`src/rtl/core/sfcd_pkg.sv`:
```
// ----------------------------------------------------------------------------
// sfcd_pkg
// Shared types, constants and the CRC-8 byte update for the frame decoder.
// ----------------------------------------------------------------------------
package sfcd_pkg;

   localparam int unsigned NumFields = 6;
   localparam logic [7:0]  MinLength = 8'd7;
   localparam logic [8:0]  PolyFull  = 9'h18D;

   typedef enum logic [1:0] {
      STATUS_OK      = 2'd0,
      STATUS_CRC_ERR = 2'd1,
      STATUS_SHORT   = 2'd2
   } status_type;

   typedef struct packed {
      status_type status;
      logic [7:0] frame_length;
      logic [7:0] node_id;
      logic [7:0] temp_whole;
      logic [7:0] temp_hundredths;
      logic [7:0] humi_whole;
      logic [7:0] humi_hundredths;
      logic [7:0] relay_state;
   } result_type;

   // Shifts one byte, MSB first, into the remainder of a division by x^8+x^7+x^3+x^2+1.
   function automatic logic [7:0] crc8_step(logic [7:0] rem, logic [7:0] data);
      logic [8:0] r;
      r = {1'b0, rem};
      for (int k = 0; k < 8; k++) begin
         r = {r[7:0], data[7-k]};
         if (r[8]) begin
            r = r ^ PolyFull;
         end
      end
      return r[7:0];
   endfunction

endpackage

```
`src/rtl/core/sensor_frame_crc8_decoder.sv`:
```
// ----------------------------------------------------------------------------
// sensor_frame_crc8_decoder
// Decodes CRC-8 checked sensor frames arriving one byte per item.
// ----------------------------------------------------------------------------
//   channel   ports                         direction   content
//   req       req_valid/req_ready           in          one frame byte
//   rsp       rsp_valid/rsp_ready           out         status, length, fields
//
// One byte is taken every cycle while req_ready is high; the CRC update is unrolled over the byte.
// A frame's result is registered in the result register or, while that is
// held, in the one-entry skid stage behind it, which keeps req_ready
// high while one result waits; req_ready drops only with two results held.
// Synchronous reset returns the decoder to waiting for a length byte.
// ----------------------------------------------------------------------------
module sensor_frame_crc8_decoder (
   input  logic       clock,
   input  logic       reset,
   input  logic       req_valid,
   output logic       req_ready,
   input  logic [7:0] req_data_byte,
   output logic       rsp_valid,
   input  logic       rsp_ready,
   output logic [1:0] rsp_status,
   output logic [7:0] rsp_frame_length,
   output logic [7:0] rsp_node_id,
   output logic [7:0] rsp_temp_whole,
   output logic [7:0] rsp_temp_hundredths,
   output logic [7:0] rsp_humi_whole,
   output logic [7:0] rsp_humi_hundredths,
   output logic [7:0] rsp_relay_state
);

   logic                 byte_accept;
   logic                 res_valid;
   sfcd_pkg::result_type res_data;
   sfcd_pkg::result_type rsp_data;

   assign byte_accept = req_valid && req_ready;

   sfcd_parse u_parse (
      .clock       (clock),
      .reset       (reset),
      .byte_accept (byte_accept),
      .data_byte   (req_data_byte),
      .res_valid   (res_valid),
      .res_data    (res_data)
   );

   sfcd_outbuf u_outbuf (
      .clock     (clock),
      .reset     (reset),
      .push      (res_valid),
      .push_data (res_data),
      .space     (req_ready),
      .out_valid (rsp_valid),
      .out_ready (rsp_ready),
      .out_data  (rsp_data)
   );

   assign rsp_status          = rsp_data.status;
   assign rsp_frame_length    = rsp_data.frame_length;
   assign rsp_node_id         = rsp_data.node_id;
   assign rsp_temp_whole      = rsp_data.temp_whole;
   assign rsp_temp_hundredths = rsp_data.temp_hundredths;
   assign rsp_humi_whole      = rsp_data.humi_whole;
   assign rsp_humi_hundredths = rsp_data.humi_hundredths;
   assign rsp_relay_state     = rsp_data.relay_state;

`ifndef SYNTH
   a_short_status: assert property (@(posedge clock) disable iff (reset)
      rsp_valid && (rsp_frame_length < sfcd_pkg::MinLength)
      |-> rsp_status == sfcd_pkg::STATUS_SHORT)
      else $error("short frame not flagged as short");

   a_fields_zeroed: assert property (@(posedge clock) disable iff (reset)
      rsp_valid && (rsp_status != sfcd_pkg::STATUS_OK)
      |-> (rsp_node_id == 8'd0) && (rsp_temp_whole == 8'd0)
          && (rsp_temp_hundredths == 8'd0) && (rsp_humi_whole == 8'd0)
          && (rsp_humi_hundredths == 8'd0) && (rsp_relay_state == 8'd0))
      else $error("failed frame carries nonzero fields");

   a_result_held: assert property (@(posedge clock) disable iff (reset)
      rsp_valid && !rsp_ready |=> rsp_valid && $stable(rsp_data))
      else $error("stalled result changed");

   a_full_blocks: assert property (@(posedge clock) disable iff (reset)
      !req_ready |-> rsp_valid)
      else $error("input stalled with no result waiting");
`endif

endmodule

```
`src/rtl/core/sfcd_parse.sv`:
```
// ----------------------------------------------------------------------------
// sfcd_parse
// Frame tracking, CRC update and field capture; raises one result per frame.
// ----------------------------------------------------------------------------
module sfcd_parse (
   input  logic                   clock,
   input  logic                   reset,
   input  logic                   byte_accept,
   input  logic [7:0]             data_byte,
   output logic                   res_valid,
   output sfcd_pkg::result_type   res_data
);

   logic [7:0] pos_ff, pos_in;
   logic [7:0] len_ff, len_in;
   logic [7:0] crc_ff, crc_in;
   logic [7:0] fields_ff [sfcd_pkg::NumFields];
   logic [7:0] fields_in [sfcd_pkg::NumFields];
   logic       done;
   logic       status_ok;
   sfcd_pkg::status_type status;

   always_comb begin
      pos_in = pos_ff;
      len_in = len_ff;
      crc_in = crc_ff;
      fields_in = fields_ff;
      done = 1'b0;
      if (byte_accept) begin
         if (pos_ff == 8'd0) begin
            len_in = data_byte;
            crc_in = 8'd0;
            for (int i = 0; i < sfcd_pkg::NumFields; i++) begin
               fields_in[i] = 8'd0;
            end
            // Lengths of zero or one close the frame on the length byte itself.
            if (data_byte <= 8'd1) begin
               done = 1'b1;
            end else begin
               pos_in = 8'd1;
            end
         end else begin
            crc_in = sfcd_pkg::crc8_step(crc_ff, data_byte);
            for (int i = 0; i < sfcd_pkg::NumFields; i++) begin
               if (pos_ff == 8'(i + 1)) begin
                  fields_in[i] = data_byte;
               end
            end
            if ({1'b0, pos_ff} + 9'd1 >= {1'b0, len_ff}) begin
               done = 1'b1;
               pos_in = 8'd0;
            end else begin
               pos_in = pos_ff + 8'd1;
            end
         end
      end
   end

   always_comb begin
      if (len_in < sfcd_pkg::MinLength) begin
         status = sfcd_pkg::STATUS_SHORT;
      end else if (crc_in != 8'd0) begin
         status = sfcd_pkg::STATUS_CRC_ERR;
      end else begin
         status = sfcd_pkg::STATUS_OK;
      end
      status_ok = (status == sfcd_pkg::STATUS_OK);
      res_valid = done;
      res_data.status          = status;
      res_data.frame_length    = len_in;
      res_data.node_id         = status_ok ? fields_in[0] : 8'd0;
      res_data.temp_whole      = status_ok ? fields_in[1] : 8'd0;
      res_data.temp_hundredths = status_ok ? fields_in[2] : 8'd0;
      res_data.humi_whole      = status_ok ? fields_in[3] : 8'd0;
      res_data.humi_hundredths = status_ok ? fields_in[4] : 8'd0;
      res_data.relay_state     = status_ok ? fields_in[5] : 8'd0;
   end

   always_ff @(posedge clock) begin
      if (reset) begin
         pos_ff <= 8'd0;
      end else begin
         pos_ff <= pos_in;
      end
   end

   // Length, remainder and fields are reloaded on every length byte.
   always_ff @(posedge clock) begin
      len_ff <= len_in;
      crc_ff <= crc_in;
      fields_ff <= fields_in;
   end

endmodule

```
`src/rtl/core/sfcd_outbuf.sv`:
```
// ----------------------------------------------------------------------------
// sfcd_outbuf
// Result register with one skid entry, so the input side keeps moving while
// a finished result waits.
// ----------------------------------------------------------------------------
module sfcd_outbuf (
   input  logic                   clock,
   input  logic                   reset,
   input  logic                   push,
   input  sfcd_pkg::result_type   push_data,
   output logic                   space,
   output logic                   out_valid,
   input  logic                   out_ready,
   output sfcd_pkg::result_type   out_data
);

   logic                 out_valid_ff, out_valid_in;
   logic                 skid_valid_ff, skid_valid_in;
   sfcd_pkg::result_type out_ff, out_in;
   sfcd_pkg::result_type skid_ff, skid_in;

   always_comb begin
      out_valid_in  = out_valid_ff;
      skid_valid_in = skid_valid_ff;
      out_in        = out_ff;
      skid_in       = skid_ff;
      if (!out_valid_ff || out_ready) begin
         // A held skid item is older than anything arriving, so it goes first.
         if (skid_valid_ff) begin
            out_in        = skid_ff;
            out_valid_in  = 1'b1;
            skid_valid_in = 1'b0;
         end else begin
            out_in       = push_data;
            out_valid_in = push;
         end
      end else if (push) begin
         skid_in       = push_data;
         skid_valid_in = 1'b1;
      end
   end

   always_ff @(posedge clock) begin
      if (reset) begin
         out_valid_ff  <= 1'b0;
         skid_valid_ff <= 1'b0;
      end else begin
         out_valid_ff  <= out_valid_in;
         skid_valid_ff <= skid_valid_in;
      end
   end

   always_ff @(posedge clock) begin
      out_ff  <= out_in;
      skid_ff <= skid_in;
   end

   assign space     = !skid_valid_ff;
   assign out_valid = out_valid_ff;
   assign out_data  = out_ff;

endmodule
```
`config.mk`:
```
export PLATFORM = sky130hd
export DESIGN_NAME = sensor_frame_crc8_decoder
export DESIGN_NICKNAME = d
export VERILOG_FILES = /design/src/rtl/core/sfcd_pkg.sv /design/src/rtl/core/sensor_frame_crc8_decoder.sv /design/src/rtl/core/sfcd_parse.sv /design/src/rtl/core/sfcd_outbuf.sv
export SDC_FILE = /design/constraint.sdc
export NUM_CORES = 1
export LEC_CHECK = 0
export ABC_CLOCK_PERIOD_IN_PS = 5600
export BUFFER_PORTS_ARGS = -buffer_cell sky130_fd_sc_hd__buf_4
export CORE_UTILIZATION = 50
export CTS_CLUSTER_DIAMETER = 200
export DETAILED_ROUTE_END_ITERATION = 12
export PLACE_DENSITY = 0.67
export SYNTH_ARGS = -nofsm -noshare
export SYNTH_HDL_FRONTEND = slang
export SYNTH_SLANG_ARGS = --single-unit
```
`constraint.sdc`:
```
create_clock -name clock -period 5.6 [get_ports clock]
set_clock_uncertainty 0.15 [all_clocks]
set_input_delay 0.56 -clock clock [delete_from_list [all_inputs] [get_ports clock]]
set_output_delay 0.56 -clock clock [all_outputs]
set_load 0.1 [all_outputs]
```
==> impl_metrics.env <==
export IMPL_outcome="finished, final reports clean"
export IMPL_cap_violations=0
export IMPL_worstPathRequired_ns=5.73
export IMPL_startpoint_type="register"
export IMPL_synth_seq_area_share_pct=61.35
export IMPL_cp_max_fo=10
export IMPL_dpl_hpwl_um=11090
export IMPL_final_cells=977
export IMPL_rrSetupSlack_ns=1.70
export IMPL_die_area_sq_um=16700
export IMPL_hold_path_class="input pin to register"
export IMPL_grt_overflow_total=0
export IMPL_initial_core_util_pct=51.13
export IMPL_cts_max_level=4
export IMPL_grt_max_degree=66
export IMPL_cts_setup_buffers=0
export IMPL_hold_buffers=0
export IMPL_root_buffer="clkbuf_16"
export IMPL_timing_critical_path_buf_inv=1
export IMPL_reg2reg_depth=9
export IMPL_avgSynthCellArea_sq_um=11.56
export IMPL_grt_util_all_layers_pct=22.11
export IMPL_worstHoldStart="reset"
export IMPL_viasPerCell=5.527
export IMPL_mostFrequentLayoutCell="edfxtp_1"
export IMPL_fp_dieH_um=129.2
export IMPL_grt_pass1_wl_um=27570
export IMPL_synthTopCellsByArea="edfxtp_1, dfxtp_1, a22o_1"
export IMPL_max_vdd_ir_drop_mv=0.3504
export IMPL_clkLatencyLatePin_ns=0.43
export IMPL_setup_tns_ns=0
export IMPL_drt_antenna_violating_nets=0
export IMPL_synth_top_area_share_pct=43.04
export IMPL_multi_input_area_sq_um=2835
export IMPL_first_global_vias=5193
export IMPL_max_freq_ghz=0.2561
export IMPL_slew_headroom_pct=37.42
export IMPL_clock_sinks=190
export IMPL_row_count=46
export IMPL_drv_slew=0
export IMPL_synth_main_ff_cell="edfxtp_1"
export IMPL_cts_buffers=17
export IMPL_reg2reg_to="u_outbuf.out_data[17]"
export IMPL_dp_cells=945
export IMPL_drive_above_1_share_pct=18.53
export IMPL_drc_errors=0
export IMPL_tightest_slew_ns=0.9365
export IMPL_p_per_area_nw_per_um2=408.7
export IMPL_cp_slowest_cell="or3_1"
export IMPL_arrival_ns=4.04
export IMPL_dr_pass1_iters=5
export IMPL_grt_setup_unrepaired="no"
export IMPL_dr_first_iter_drc_count=492
export IMPL_synthCells=700
export IMPL_path_clk_slew_ns=0.07
export IMPL_synthToLayoutAreaGrowth_pct=15.40
export IMPL_die_width_um=129.2
export IMPL_cts_tree="built"
export IMPL_critPathKind="register to register"
export IMPL_antennaDiodeCount=0
export IMPL_synth_area_sq_um=8093
export IMPL_hold_viol=0
export IMPL_ios=72
export IMPL_synth_warnings=0
export IMPL_cpPeakStageDelay_ns=0.63
export IMPL_nets=772
export IMPL_synth_top_area_cell="edfxtp_1"
export IMPL_synth_cell_types=51
export IMPL_antenna_found_initial=0
export IMPL_final_cell_mix="edfxtp_1, buf_4, dfxtp_1"
export IMPL_leakagePower_nw=3.873
export IMPL_core_area_sq_um=15830
export IMPL_synth_nets=724
export IMPL_gp_congestion=0.8136
export IMPL_synth_edff_count=116
export IMPL_min_period_over_period_pct=69.72
export IMPL_nFillCells=1303
export IMPL_seqCellArea_sq_um=4965
export IMPL_routed_wirelength_um=17330
export IMPL_cts_resized=0
export IMPL_wire_per_inst_um=17.73
export IMPL_r2r_start="u_parse.pos_ff[0]"
export IMPL_cts_max_path_buffers=2
export IMPL_path_cells="inv_1 > ha_1 > or4b_4 > o21ai_1 > nor3_1 > or4b_1 > or4_4 > or3_1 > o21ai_2"
export IMPL_crit_family="simple AND/OR/NAND/NOR gates"
export IMPL_synthArstFlopShare_pct=0
export IMPL_whs_path_depth=2
export IMPL_vias=5400
export IMPL_cp_end_kind="register"
export IMPL_period_minus_slack_ns=3.904
export IMPL_hold_end="u_parse.pos_ff[1]"
export IMPL_synth_seq_cells=190
export IMPL_portBuffers=71
export IMPL_finalSetupViolCount=0
-- sequential cells by signal, summed over array words and instances, names as in the netlist --
name and flops:
u_parse.len_ff 8, u_parse.fields_ff 48, u_parse.crc_ff 8, u_outbuf.skid_ff 58
u_outbuf.skid_valid_ff 1, u_outbuf.out_data 58, u_outbuf.out_valid 1, u_parse.pos_ff 8
-- kinds of logic (layout without fill, tap and decap cells) --
group                    Yosys count  in the layout  synth area share (%)
AO/OA/AOI/OAI                    127            127                 10.84
XOR/XNOR                          23             23                 3.169
adder cells (fa/ha/maj)           12             12                 1.855
buffers and inverters             74            135                 3.896
flip-flops                       190            190                 61.35
multiplexers                      35             35                 4.484
AND/OR/NAND/NOR                  239            239                 14.41
-- worst max-delay path by stage --
stage                           start                     to  slack [ns]  depth (start not counted)
floorplan            req_data_byte[6]    u_outbuf.skid_ff[0]        0.39                          7
global placement     req_data_byte[6]   u_outbuf.skid_ff[51]        1.72                          8
detailed placement  u_parse.pos_ff[0]  u_outbuf.out_data[17]        1.72                          9
CTS                 u_parse.pos_ff[0]  u_outbuf.out_data[17]        1.70                          9
global route        u_parse.pos_ff[0]  u_outbuf.out_data[21]        1.46                          9
finish              u_parse.pos_ff[0]  u_outbuf.out_data[17]        1.70                          9
-- per-stage QoR --
stage / area [sq um] / hold slack (ns) / setup slack (ns) / power (mW) / utilization (%)
2_1_floorplan: 8095 / 0.2922 / 0.3901 / 2.462 / -
3_3_place_gp: 8757 / 0.3209 / 1.718 / 2.637 / 55.33
3_5_place_dp: 8757 / 0.3224 / 1.715 / 2.649 / 55.33
4_1_cts: 9339 / 0.2148 / 1.702 / 3.833 / 59.00
5_1_grt: 9339 / 0.2276 / 1.461 / 3.972 / 59.00
6_report: 9339 / 0.2211 / 1.696 / 3.817 / 59.00
-- final cells by class --
cell class / count / share of cell area, %
Inverter: 23 / 0.9244
Timing Repair Buffer: 80 / 6.431
Sequential cell: 190 / 53.16
Clock buffer: 21 / 4.823
Tap cell: 216 / 2.894
Clock inverter: 11 / 1.407
Multi-Input combinational cell: 436 / 30.36
-- report_power, final --
group | total [mW] | internal [mW] | switching (mW)
clock | 1.19 | 0.676 | 0.518
sequential | 1.61 | 1.55 | 0.0622
combinational | 1.01 | 0.294 | 0.714
total | 3.82 | 2.52 | 1.29
-- layer usage --
layer	global-route usage, %	part of all wire (%)	routed length (um)	vias up
li1	-	-	-	2632
met1	28.93	43	7517	2598
met2	36.97	50	8593	149
met3	4.583	5.5	955	21
met4	6.851	1.5	261	0
met5	0	0	0	-
-- Yosys cell counts, types with 12 or more instances --
| cell | n |
|---|---|
| a21oi_1 | 20 |
| nand3_1 | 22 |
| nand2_1 | 59 |
| nand4_1 | 17 |
| xnor2_1 | 12 |
| o21ai_0 | 36 |
| clkbuf_1 | 37 |
| nor3_1 | 32 |
| a22o_1 | 38 |
| nor2b_1 | 21 |
| dfxtp_1 | 74 |
| edfxtp_1 | 116 |
| mux2i_1 | 25 |
| nor2_1 | 58 |
| inv_1 | 23 |
| ha_1 | 12 |
-- worst reg2reg max path, stage by stage (launching register included) --
cell and delay [ns]:
dfxtp_1 0.36, inv_1 0.11, ha_1 0.25, or4b_4 0.51, o21ai_1 0.39, nor3_1 0.13, or4b_1 0.54, or4_4 0.45
or3_1 0.63, o21ai_2 0.25
No activity file was read; power rests on OpenSTA's default activity.
